==> src/hw/rtl/b85_pkg.sv <==
// Shared types, constants and the digit decode table for the base-85 text decoder.
// No dependencies; imported by every module of the block.
package b85_pkg;

  localparam int unsigned RADIX     = 85;
  localparam int unsigned LOW_CHAR  = 32;
  localparam int unsigned HIGH_CHAR = 127;
  localparam logic [7:0]  NO_DIGIT  = 8'hFF;

  localparam int unsigned GROUP_DIGITS = 5;
  localparam int unsigned TABLE_SIZE   = 96;
  localparam int unsigned WEIGHT_W     = 26;

  localparam int unsigned QUEUE_DEPTH = 4;
  localparam int unsigned QPTR_W      = $clog2(QUEUE_DEPTH);
  localparam int unsigned QFILL_W     = $clog2(QUEUE_DEPTH + 1);

  localparam logic       KIND_CHAR  = 1'b0;
  localparam logic       KIND_FLUSH = 1'b1;

  localparam logic [7:0] DIGIT_TABLE [TABLE_SIZE] = '{
    8'hFF, 8'h44, 8'hFF, 8'h54, 8'h53, 8'h52, 8'hFF, 8'h49, 8'h4B, 8'h4C, 8'h46, 8'h41,
    8'hFF, 8'h3F, 8'h3E, 8'h45, 8'h00, 8'h01, 8'h02, 8'h03, 8'h04, 8'h05, 8'h06, 8'h07,
    8'h08, 8'h09, 8'h40, 8'hFF, 8'hFF, 8'h42, 8'hFF, 8'h47, 8'h51, 8'h24, 8'h25, 8'h26,
    8'h27, 8'h28, 8'h29, 8'h2A, 8'h2B, 8'h2C, 8'h2D, 8'h2E, 8'h2F, 8'h30, 8'h31, 8'h32,
    8'h33, 8'h34, 8'h35, 8'h36, 8'h37, 8'h38, 8'h39, 8'h3A, 8'h3B, 8'h3C, 8'h3D, 8'h4D,
    8'hFF, 8'h4E, 8'h43, 8'hFF, 8'h48, 8'h0A, 8'h0B, 8'h0C, 8'h0D, 8'h0E, 8'h0F, 8'h10,
    8'h11, 8'h12, 8'h13, 8'h14, 8'h15, 8'h16, 8'h17, 8'h18, 8'h19, 8'h1A, 8'h1B, 8'h1C,
    8'h1D, 8'h1E, 8'h1F, 8'h20, 8'h21, 8'h22, 8'h23, 8'h4F, 8'h4A, 8'h50, 8'hFF, 8'hFF
  };

  localparam logic [WEIGHT_W-1:0] PLACE_WEIGHT [GROUP_DIGITS] = '{
    WEIGHT_W'(1),
    WEIGHT_W'(RADIX),
    WEIGHT_W'(RADIX * RADIX),
    WEIGHT_W'(RADIX * RADIX * RADIX),
    WEIGHT_W'(RADIX * RADIX * RADIX * RADIX)
  };

  // One queued output job: a word and how many of its low bytes to send.
  typedef struct packed {
    logic [31:0] word;
    logic [2:0]  count;
    logic        from_flush;
  } job_t;

  function automatic logic [7:0] digit_of(input logic [7:0] ch);
    logic [7:0] offs;
    offs = ch - 8'(LOW_CHAR);
    if (ch < 8'(LOW_CHAR) || ch > 8'(HIGH_CHAR)) begin
      return NO_DIGIT;
    end
    return DIGIT_TABLE[offs[6:0]];
  endfunction

endpackage

==> src/hw/rtl/b85_front.sv <==
// Front end: accepts characters, decodes digits, accumulates groups and queues output jobs.
// Depends on b85_pkg.
module b85_front
  import b85_pkg::*;
(
  input  logic       clk,
  input  logic       rst,
  input  logic       s_tvalid,
  output logic       s_tready,
  input  logic [7:0] s_tdata,   // [7:0] char_code
  input  logic       s_tuser,   // [0] kind
  input  logic       q_full,
  output logic       push,
  output job_t       push_job
);

  logic [2:0]  digit_phase;
  logic [31:0] word_accum;
  logic [2:0]  digit_phase_next;
  logic [31:0] word_accum_next;

  logic        accept;
  logic [7:0]  digit;
  logic        digit_ok;
  logic [31:0] product;
  logic [31:0] accum_sum;

  assign s_tready = !q_full;
  assign accept   = s_tvalid && s_tready;

  assign digit    = digit_of(s_tdata);
  assign digit_ok = (digit != NO_DIGIT) && (digit < 8'(RADIX));
  assign product  = 32'(digit[6:0]) * 32'(PLACE_WEIGHT[digit_phase]);
  assign accum_sum = (digit_phase == 3'd0) ? 32'(digit[6:0]) : word_accum + product;

  always_comb begin
    digit_phase_next    = digit_phase;
    word_accum_next     = word_accum;
    push                = 1'b0;
    push_job.word       = word_accum;
    push_job.count      = 3'd0;
    push_job.from_flush = 1'b0;
    if (accept) begin
      if (s_tuser == KIND_FLUSH) begin
        push_job.from_flush = 1'b1;
        if (digit_phase >= 3'd2) begin
          push_job.count = digit_phase - 3'd1;
          push           = 1'b1;
        end
        digit_phase_next = 3'd0;
        word_accum_next  = 32'd0;
      end else if (digit_ok) begin
        word_accum_next = accum_sum;
        push_job.word   = accum_sum;
        if (digit_phase == 3'(GROUP_DIGITS - 1)) begin
          push_job.count   = 3'd4;
          push             = 1'b1;
          digit_phase_next = 3'd0;
        end else begin
          digit_phase_next = digit_phase + 3'd1;
        end
      end
    end
  end

  always_ff @(posedge clk) begin
    if (rst) begin
      digit_phase <= 3'd0;
      word_accum  <= 32'd0;
    end else begin
      digit_phase <= digit_phase_next;
      word_accum  <= word_accum_next;
    end
  end

endmodule

==> src/hw/rtl/b85_queue.sv <==
// Short job queue between the decoder front end and the byte sender.
// Depends on b85_pkg.
module b85_queue
  import b85_pkg::*;
(
  input  logic clk,
  input  logic rst,
  input  logic push,
  input  job_t push_job,
  input  logic pop,
  output job_t pop_job,
  output logic full,
  output logic empty
);

  job_t               slots [QUEUE_DEPTH];
  logic [QPTR_W-1:0]  wr_ptr;
  logic [QPTR_W-1:0]  rd_ptr;
  logic [QFILL_W-1:0] fill;

  assign full    = (fill == QFILL_W'(QUEUE_DEPTH));
  assign empty   = (fill == '0);
  assign pop_job = slots[rd_ptr];

  always_ff @(posedge clk) begin
    if (push && !full) begin
      slots[wr_ptr] <= push_job;
    end
  end

  always_ff @(posedge clk) begin
    if (rst) begin
      wr_ptr <= '0;
      rd_ptr <= '0;
      fill   <= '0;
    end else begin
      if (push && !full) begin
        wr_ptr <= wr_ptr + 1'b1;
      end
      if (pop && !empty) begin
        rd_ptr <= rd_ptr + 1'b1;
      end
      fill <= fill + QFILL_W'(push && !full) - QFILL_W'(pop && !empty);
    end
  end

endmodule

==> src/hw/rtl/b85_back.sv <==
// Back end: takes jobs from the queue and sends their bytes low first through an output register.
// Depends on b85_pkg.
module b85_back
  import b85_pkg::*;
(
  input  logic       clk,
  input  logic       rst,
  input  logic       q_empty,
  input  job_t       q_job,
  output logic       pop,
  output logic       m_tvalid,
  input  logic       m_tready,
  output logic [7:0] m_tdata,   // [7:0] data_byte
  output logic       m_tlast,   // last_in_run
  output logic       m_tuser    // [0] from_flush
);

  logic        busy;
  logic [31:0] word;
  logic [2:0]  remaining;
  logic        flush;

  logic        emit;
  logic        emit_last;

  assign emit      = busy && (!m_tvalid || m_tready);
  assign emit_last = emit && (remaining == 3'd1);
  assign pop       = !q_empty && (!busy || emit_last);

  always_ff @(posedge clk) begin
    if (rst) begin
      busy     <= 1'b0;
      m_tvalid <= 1'b0;
    end else begin
      if (emit) begin
        m_tvalid <= 1'b1;
      end else if (m_tready) begin
        m_tvalid <= 1'b0;
      end
      if (pop) begin
        busy <= 1'b1;
      end else if (emit_last) begin
        busy <= 1'b0;
      end
    end
  end

  always_ff @(posedge clk) begin
    if (emit) begin
      m_tdata   <= word[7:0];
      m_tlast   <= (remaining == 3'd1);
      m_tuser   <= flush;
      word      <= word >> 8;
      remaining <= remaining - 3'd1;
    end
    if (pop) begin
      word      <= q_job.word;
      remaining <= q_job.count;
      flush     <= q_job.from_flush;
    end
  end

endmodule

==> src/hw/rtl/base85_text_decoder.sv <==
// Top level of the streaming base-85 text decoder: front end, job queue and byte sender.
// Depends on b85_pkg, b85_front, b85_queue and b85_back.
//
// Characters enter one per cycle on the s_ side (tuser = 1 marks end of text) while the
// four-entry job queue has room. A fifth digit queues a four-byte word; an end-of-text item
// with two to four pending digits queues one to three bytes. The back end sends one byte per
// cycle on the m_ side while m_tready allows, through the queue slot, the word register and
// the output register. The input side sets sustained throughput: five digits give four
// bytes, and the front end stalls only when the queue fills behind a stalled output.
module base85_text_decoder
  import b85_pkg::*;
(
  input  logic       clk,
  input  logic       rst,
  input  logic       s_tvalid,
  output logic       s_tready,
  input  logic [7:0] s_tdata,   // [7:0] char_code
  input  logic       s_tuser,   // [0] kind
  output logic       m_tvalid,
  input  logic       m_tready,
  output logic [7:0] m_tdata,   // [7:0] data_byte
  output logic       m_tlast,   // last_in_run
  output logic       m_tuser    // [0] from_flush
);

  logic push;
  job_t push_job;
  logic pop;
  job_t pop_job;
  logic q_full;
  logic q_empty;

  b85_front u_front (
    .clk      (clk),
    .rst      (rst),
    .s_tvalid (s_tvalid),
    .s_tready (s_tready),
    .s_tdata  (s_tdata),
    .s_tuser  (s_tuser),
    .q_full   (q_full),
    .push     (push),
    .push_job (push_job)
  );

  b85_queue u_queue (
    .clk      (clk),
    .rst      (rst),
    .push     (push),
    .push_job (push_job),
    .pop      (pop),
    .pop_job  (pop_job),
    .full     (q_full),
    .empty    (q_empty)
  );

  b85_back u_back (
    .clk      (clk),
    .rst      (rst),
    .q_empty  (q_empty),
    .q_job    (pop_job),
    .pop      (pop),
    .m_tvalid (m_tvalid),
    .m_tready (m_tready),
    .m_tdata  (m_tdata),
    .m_tlast  (m_tlast),
    .m_tuser  (m_tuser)
  );

endmodule

==> config.mk <==
export PLATFORM = sky130hd
export DESIGN_NAME = base85_text_decoder
export DESIGN_NICKNAME = d
export VERILOG_FILES = /design/src/hw/rtl/b85_pkg.sv /design/src/hw/rtl/b85_front.sv /design/src/hw/rtl/b85_queue.sv /design/src/hw/rtl/b85_back.sv /design/src/hw/rtl/base85_text_decoder.sv
export SDC_FILE = /design/constraint.sdc
export NUM_CORES = 1
export LEC_CHECK = 0
export ABC_AREA = 1
export BUFFER_PORTS_ARGS = -buffer_cell sky130_fd_sc_hd__buf_2
export CAP_MARGIN = 40
export CORE_UTILIZATION = 58
export DETAILED_ROUTE_END_ITERATION = 16
export GPL_TIMING_DRIVEN = 1
export PLACE_DENSITY = 0.77
export SLEW_MARGIN = 20
export SYNTH_ARGS = -nofsm -noshare
export SYNTH_HDL_FRONTEND = slang
export SYNTH_SLANG_ARGS = --single-unit
==> constraint.sdc <==
create_clock -name clk -period 6.1 [get_ports clk]
set_clock_uncertainty 0.15 [all_clocks]
set_input_delay 0.305 -clock clk [delete_from_list [all_inputs] [get_ports clk]]
set_output_delay 0.305 -clock clk [all_outputs]
set_load 0.01 [all_outputs]
---- Word-level counts from Yosys, hierarchy flattened ----
Memory sizes are Yosys's and may differ from the RTL's. A register that Yosys moved wholly into a read port is not among the register bits.
Cells that the tools add are included.
storage, ports and cells
  memory bits (read-only) ................. 1232
  memories kept ........................... 3
  output and inout bits ................... 12
  register bits after elaboration ......... 90
  word-level logic and storage cells ...... 96
  memory bits (writable) .................. 144
  input bits .............................. 13
cells by class
  add/sub/neg operators ................... 9
  $lt $le $gt $ge ......................... 6
  multiplexer cells ....................... 37
  multiply operators ...................... 1
  eq/ne operators ......................... 4
  reduce and logical (&&, ||, !) cells .... 21
  bitwise logic cells ..................... 2
memories
  memory           words  width  rd ports  clocked after Yosys merged registers in  write ports  line             text
  (no name shown)  128    8      1         0                                        0            b85_pkg.sv:53    return DIGIT_TABLE[offs[6:0]];
  (no name shown)  8      26     1         0                                        0            b85_front.sv:33  assign product = 32'(digit[6:0]) * 32'(PLACE_WEIGHT[digit_phase]);
  u_queue.slots    4      36     1         1                                        1            b85_queue.sv:16  job_t slots [QUEUE_DEPTH];
operator list
  kind                   count
  $mux W32               6
  $mux W26               2
  $mux W36               1
  $mux W35               1
  $add A32 B32 Y32       1
  $mul A7 B26 Y32        1
  $mux W8                4
  $mux W3                8
  $mux W1                13
  $ge A8 B8 Y1 const B   1
  $gt A8 B7 Y1 const B   1
  $lt A8 B6 Y1 const B   1
  $lt A8 B7 Y1 const B   1
  $ne A8 B8 Y1 const B   1
  $not A7 Y8             1
  $reduce_bool A2 Y1     4
  $logic_and A1 B1 Y1    7
  $sub A7 B6 Y7 const B  1
  $eq A3 B3 Y1 const B   2
  $logic_not A3 Y1       2
  $sub A3 B1 Y3 const B  2
  $add A2 B1 Y2 const B  2
  $ge A4 B4 Y1 const B   1
  $logic_not A1 Y1       4
  9 further kinds        12

---- Depth between registers and ports, before layout ----
  depth after elaboration ................. 14
  mapped depth ............................ 40
  depth with buffers taken out ............ 39

---- By module ----
From an unflattened synthesis, not the netlist that was laid out.
unflattened totals
  cells, all modules ...................... 1859
  area total of the unflattened synthesis .. 16454.5 µm²
by module, submodules not included
  module     times used  seq. area each (µm²)  area each (µm²)  cells each
  b85_front  1           700.7                 8439.3           1268
  b85_queue  1           4504.3                5859.4           418
  b85_back   1           1421.4                2155.8           173

---- Worst setup path after synthesis ----
OpenSTA, ideal clock, no wires.
  kind .................................... input port to flip-flop
  start ................................... input s_tdata[0]
  end ..................................... memory u_queue.slots[0][22] (netlist bit) (data pin)
  buffers on the path ..................... 2
  stages on the path ...................... 31
  required time ........................... 5.664 ns
  path slack .............................. 0.354 ns
  arrival time ............................ 5.310 ns
  setup time .............................. 0.286 ns
  path through ............................ buf_2 inv_1 ha_1 inv_1 o21ai_1 o21ai_0 nand2_1 nand3_1 clkbuf_1 nand2_1 fa_1 inv_1 fa_1 fa_1 inv_1 fa_1 inv_1 ha_1 nand2_1 inv_1 nand2_1 nor3_1 nand2_1 nand3_1 nand3_1 nand2_1 nand2_1 nand3_1 nor2_1 nand3_1 o21ai_0
RTL lines
  element             line                       text
  start: declaration  base85_text_decoder.sv:17  input logic [7:0] s_tdata,
  end: declaration    b85_queue.sv:16

---- Worst setup path in the final report ----
  start ................................... input s_tdata[0]
  end ..................................... register u_front.word_accum[29]
on the way
  word-level cells in the longest chain between the ends .. 11
  elaborated cells on any way between the ends .. 20
  those cells by class .................... add/sub: 2; mul: 1; order compare: 3; eq/ne: 1; mux: 7; bitwise: 1; reduce/logical: 4; memory: 1
RTL lines
  element                                      line             text
  $sub A7 B6 Y7                                b85_pkg.sv:49    offs = ch - 8'(LOW_CHAR);
  $not A7 Y8 (not written as such)             b85_pkg.sv:53
  $mem_v2 Z128 W8                              --
  $mux W8 (not written as such) (2 in series)  b85_pkg.sv:53
  $mux W8 (*)                                  b85_pkg.sv:53
  $mul A7 B26 Y32                              b85_front.sv:33
  $add A32 B32 Y32                             b85_front.sv:34  assign accum_sum = (digit_phase == 3'd0) ? 32'(digit[6:0]) : word_accum + product;
  $mux W32                                     b85_front.sv:34
  $mux W32                                     b85_front.sv:52  end else if (digit_ok) begin
  $mux W32                                     b85_front.sv:44  if (s_tuser == KIND_FLUSH) begin
  end signal: assignment                       b85_front.sv:72  word_accum <= word_accum_next;
  end: declaration                             b85_front.sv:18  logic [31:0] word_accum;
Every way passes the cells marked *; elsewhere a longest branch is shown, timed or not. The select of a mux whose other input is x is not followed.
A chain may end at the register's enable or synchronous reset.

==> summary.txt <==
STA
  • Setup TNS: 0 ns
  • Final Cycle Share: 95.2%
  • Slew @ Worst Pin: 0.927 ns
  • Slew Viols, Final: 0
  • Fin crit period: 5.81 ns
  • Final Hold Viols: 0
  • Maximum clock frequency: 172 MHz
  • Final Setup Violations: 0
  • Slew headroom: 37.7%

Power and ir drop
  • Leakage: 9.07 nW
  • Pwr/cell area: 254 nW/um^2
  • Max VDD drop: 0.206 mV

Route
  • DRC: 0
  • Drt total wl: 44,500 um
  • Starting DRT DRC Count: 1,186
  • WL/cell: 17.9 um
  • DRT antenna net count: 0
  • Via density: 5.39
  • Vias: 13,393
  • DRT Pass-1 Iters: 5

Clock network
  • Sinks on Clock Net: 236
  • Clk buf depth: 3
  • CTS buffer count: 20
  • Clock root cell: clkbuf_16
  • CTS tree: yes
  • Clk pin slew, worst setup/hold paths: 0.07 ns
  • H-tree Lvls: 1
  • Clk Latency, worst-skew pair: 0.50 ns

Logic synthesis
  • EDFF count, synth: 190
  • Flop and latch count out of synthesis: 236
  • Syn_nets: 2,092
  • Ys flop type: edfxtp_1
  • Synthesized area per cell: 8.71 sq um
  • Total of warnings raised by yosys: 0
  • Sequential area share after synthesis: 40.6%
  • Ys async rst share: 0%
  • Netlist Area Pre-Place: 16,300 sq um
  • Netlist cell types: 44
  • Post-Syn Instances: 1,872

Floorplanning
  • Starting Density: 58.8%
  • Die Ht: 170 um
  • Core ar.: 27,700 sq um
  • Number of cell rows: 61
  • Die area: 28,800 sq um
  • Die Wd: 170 um
  • Io pins: 25

Worst setup path
  • Slowest cell delay on critical path: 0.55 ns
  • CP max-delay cell: fa_1
  • WP data arrival: 6.08 ns
  • Largest fanout on the critical path: 6
  • Crit path launch type: primary input
  • Critical Path Source: s_tdata[0]
  • Worst Path Required: 6.38 ns
  • CP Capture Type: register
  • WS Path Type: primary input to register
  • FF-to-FF Start: u_front.digit_phase[0]

Placed design
  • GP Congestion: 0.999
  • Dpl cell area: 18,400 sq um
  • HPWL Detailed: 34,400 um
  • Port bufs: 24

Global route
  • Total grt overflow: 0
  • Total global routing track utilization: 31.8%
  • Initial antenna violation count: 1
  • First-pass GRT wire length: 70,000 um
  • Vias in the first global route: 13,173
  • Largest net degree at the start of global routing: 73

Layout
  • Fill count: 2,220
  • Final #Nets: 2,313
  • Share of cells above drive strength 1: 17.2%
  • Post-route cell area: 19,300 sq um
  • Layout area overhead: 18.2%

Flow run
  • Max-capacitance violation count: 0

Hold path
  • Hold Crit Class: primary input to register
  • Hold path start: rst

Run status
  • Run status: finished clean
==> report_power, final <==
part	internal [mW]	switching [mW]	total [mW]
sequential	2.05	0.0916	2.14
combinational	0.438	0.961	1.40
clock	0.789	0.563	1.35
total	3.28	1.62	4.89
==> through the flow <==
step	setup slack (ns)	util (%)	hold WS, ns	instances	total power, mW
floorplan	0.354	-	0.250	1872	3.05
global placement	-0.212	66.2	0.254	2444	3.48
detailed placement	-0.266	66.5	0.255	2447	3.53
CTS	0.199	69.1	0.234	2484	4.89
global route	-0.0219	69.5	0.280	2486	5.13
finish	0.294	69.5	0.233	2486	4.89
==> layout by cell type (no fill, tap or decap), types with 21 or more instances in the layout <==
master / netlist / final
a21oi_1: 90 / 87
clkbuf_16: 0 / 21
dfxtp_1: 46 / 45
edfxtp_1: 190 / 190
nand2_1: 330 / 321
fa_1: 99 / 99
a31oi_1: 26 / 26
o21ai_0: 117 / 110
buf_2: 5 / 24
ha_1: 108 / 107
inv_1: 301 / 300
nand3_1: 102 / 99
nor2_1: 291 / 281
buf_4: 4 / 229
==> flip-flops by register name, summed over array words and instances (netlist names), 2 cells and up, named ones only <==
| signal | count |
|---|---|
| u_queue.rd_ptr | 2 |
| u_back.m_tdata | 8 |
| u_queue.slots | 144 |
| u_front.word_accum | 32 |
| u_back.remaining | 3 |
| u_queue.wr_ptr | 2 |
| u_back.word | 32 |
| u_queue.fill | 3 |
| u_front.digit_phase | 3 |
==> area by class of cell <==
class / count / area [sq um] / area share, %
tap: 378 / 473 / 2.46
antenna: 1 / 2.50 / 0.0130
timing repair buffer: 259 / 1960 / 10.2
clock inverter: 10 / 141 / 0.734
sequential: 236 / 6630 / 34.4
inverter: 311 / 1170 / 6.10
clock buffer: 26 / 564 / 2.93
multi-input combinational: 1265 / 8310 / 43.2
==> what timing repair did <==
action | 4_1_cts | 5_1_grt
endpoints found under the setup margin | 0 | 109
setup buffers | 0 | 1
resized for setup | 0 | 40
hold buffers | 1 | 0
endpoints found under the hold margin | 1 | 0
==> per-layer routing <==
| metal | part of all wire (%) | GRT usage (%) | up-vias |
|---|---|---|---|
| met3 | 6.9 | 3.82 | 76 |
| met2 | 47 | 52.9 | 474 |
| met5 | 0 | 0 | - |
| li1 | - | - | 6488 |
| met4 | 2.8 | 8.70 | 0 |
| met1 | 43 | 44.2 | 6355 |
==> Yosys cell counts, drive strengths merged, types with 19 or more instances <==
library cell | n | area, sq um
clkbuf | 39 | 146
nand2 | 336 | 1320
a31oi | 26 | 163
dfxtp | 46 | 921
a21oi | 97 | 519
buf | 21 | 186
ha | 108 | 1350
fa | 99 | 1980
inv | 309 | 1170
nor2 | 297 | 1130
nor3 | 19 | 95.1
o21ai | 119 | 596
edfxtp | 190 | 5710
nand3 | 108 | 586
==> path summary, 6_finish.rpt <==
kind	end	slack (ns)	cells after the start
setup / recovery	u_front.word_accum[29]	0.29	30
hold / removal	u_queue.fill[0]	0.23	2
setup reg to reg	u_queue.slots[2][27]	0.29	24
hold reg to reg	u_back.m_tdata[2]	0.27	0
==> cell families (layout without fill, tap and decap cells) <==
group | after synthesis | after routing | synth area share (%)
other | 0 | 1 | 0
xor gates and xnor gates | 16 | 16 | 0.860
adders and majority gates | 207 | 207 | 20.4
buffers and inverters | 371 | 606 | 9.25
AOI/OAI and AO/OA | 257 | 257 | 8.50
and+or+nand+nor | 785 | 785 | 20.3
DFF | 236 | 236 | 40.6
==> worst max-delay path: cells and delay by family <==
| family | cells | cell delay [ns] |
|---|---|---|
| adder cells (fa/ha/maj) | 6 | 2.65 |
| AO/OA/AOI/OAI | 5 | 0.90 |
| buffers and inverters | 8 | 0.93 |
| AND/OR/NAND/NOR | 11 | 1.27 |
Power figures use the tool's default switching activity.
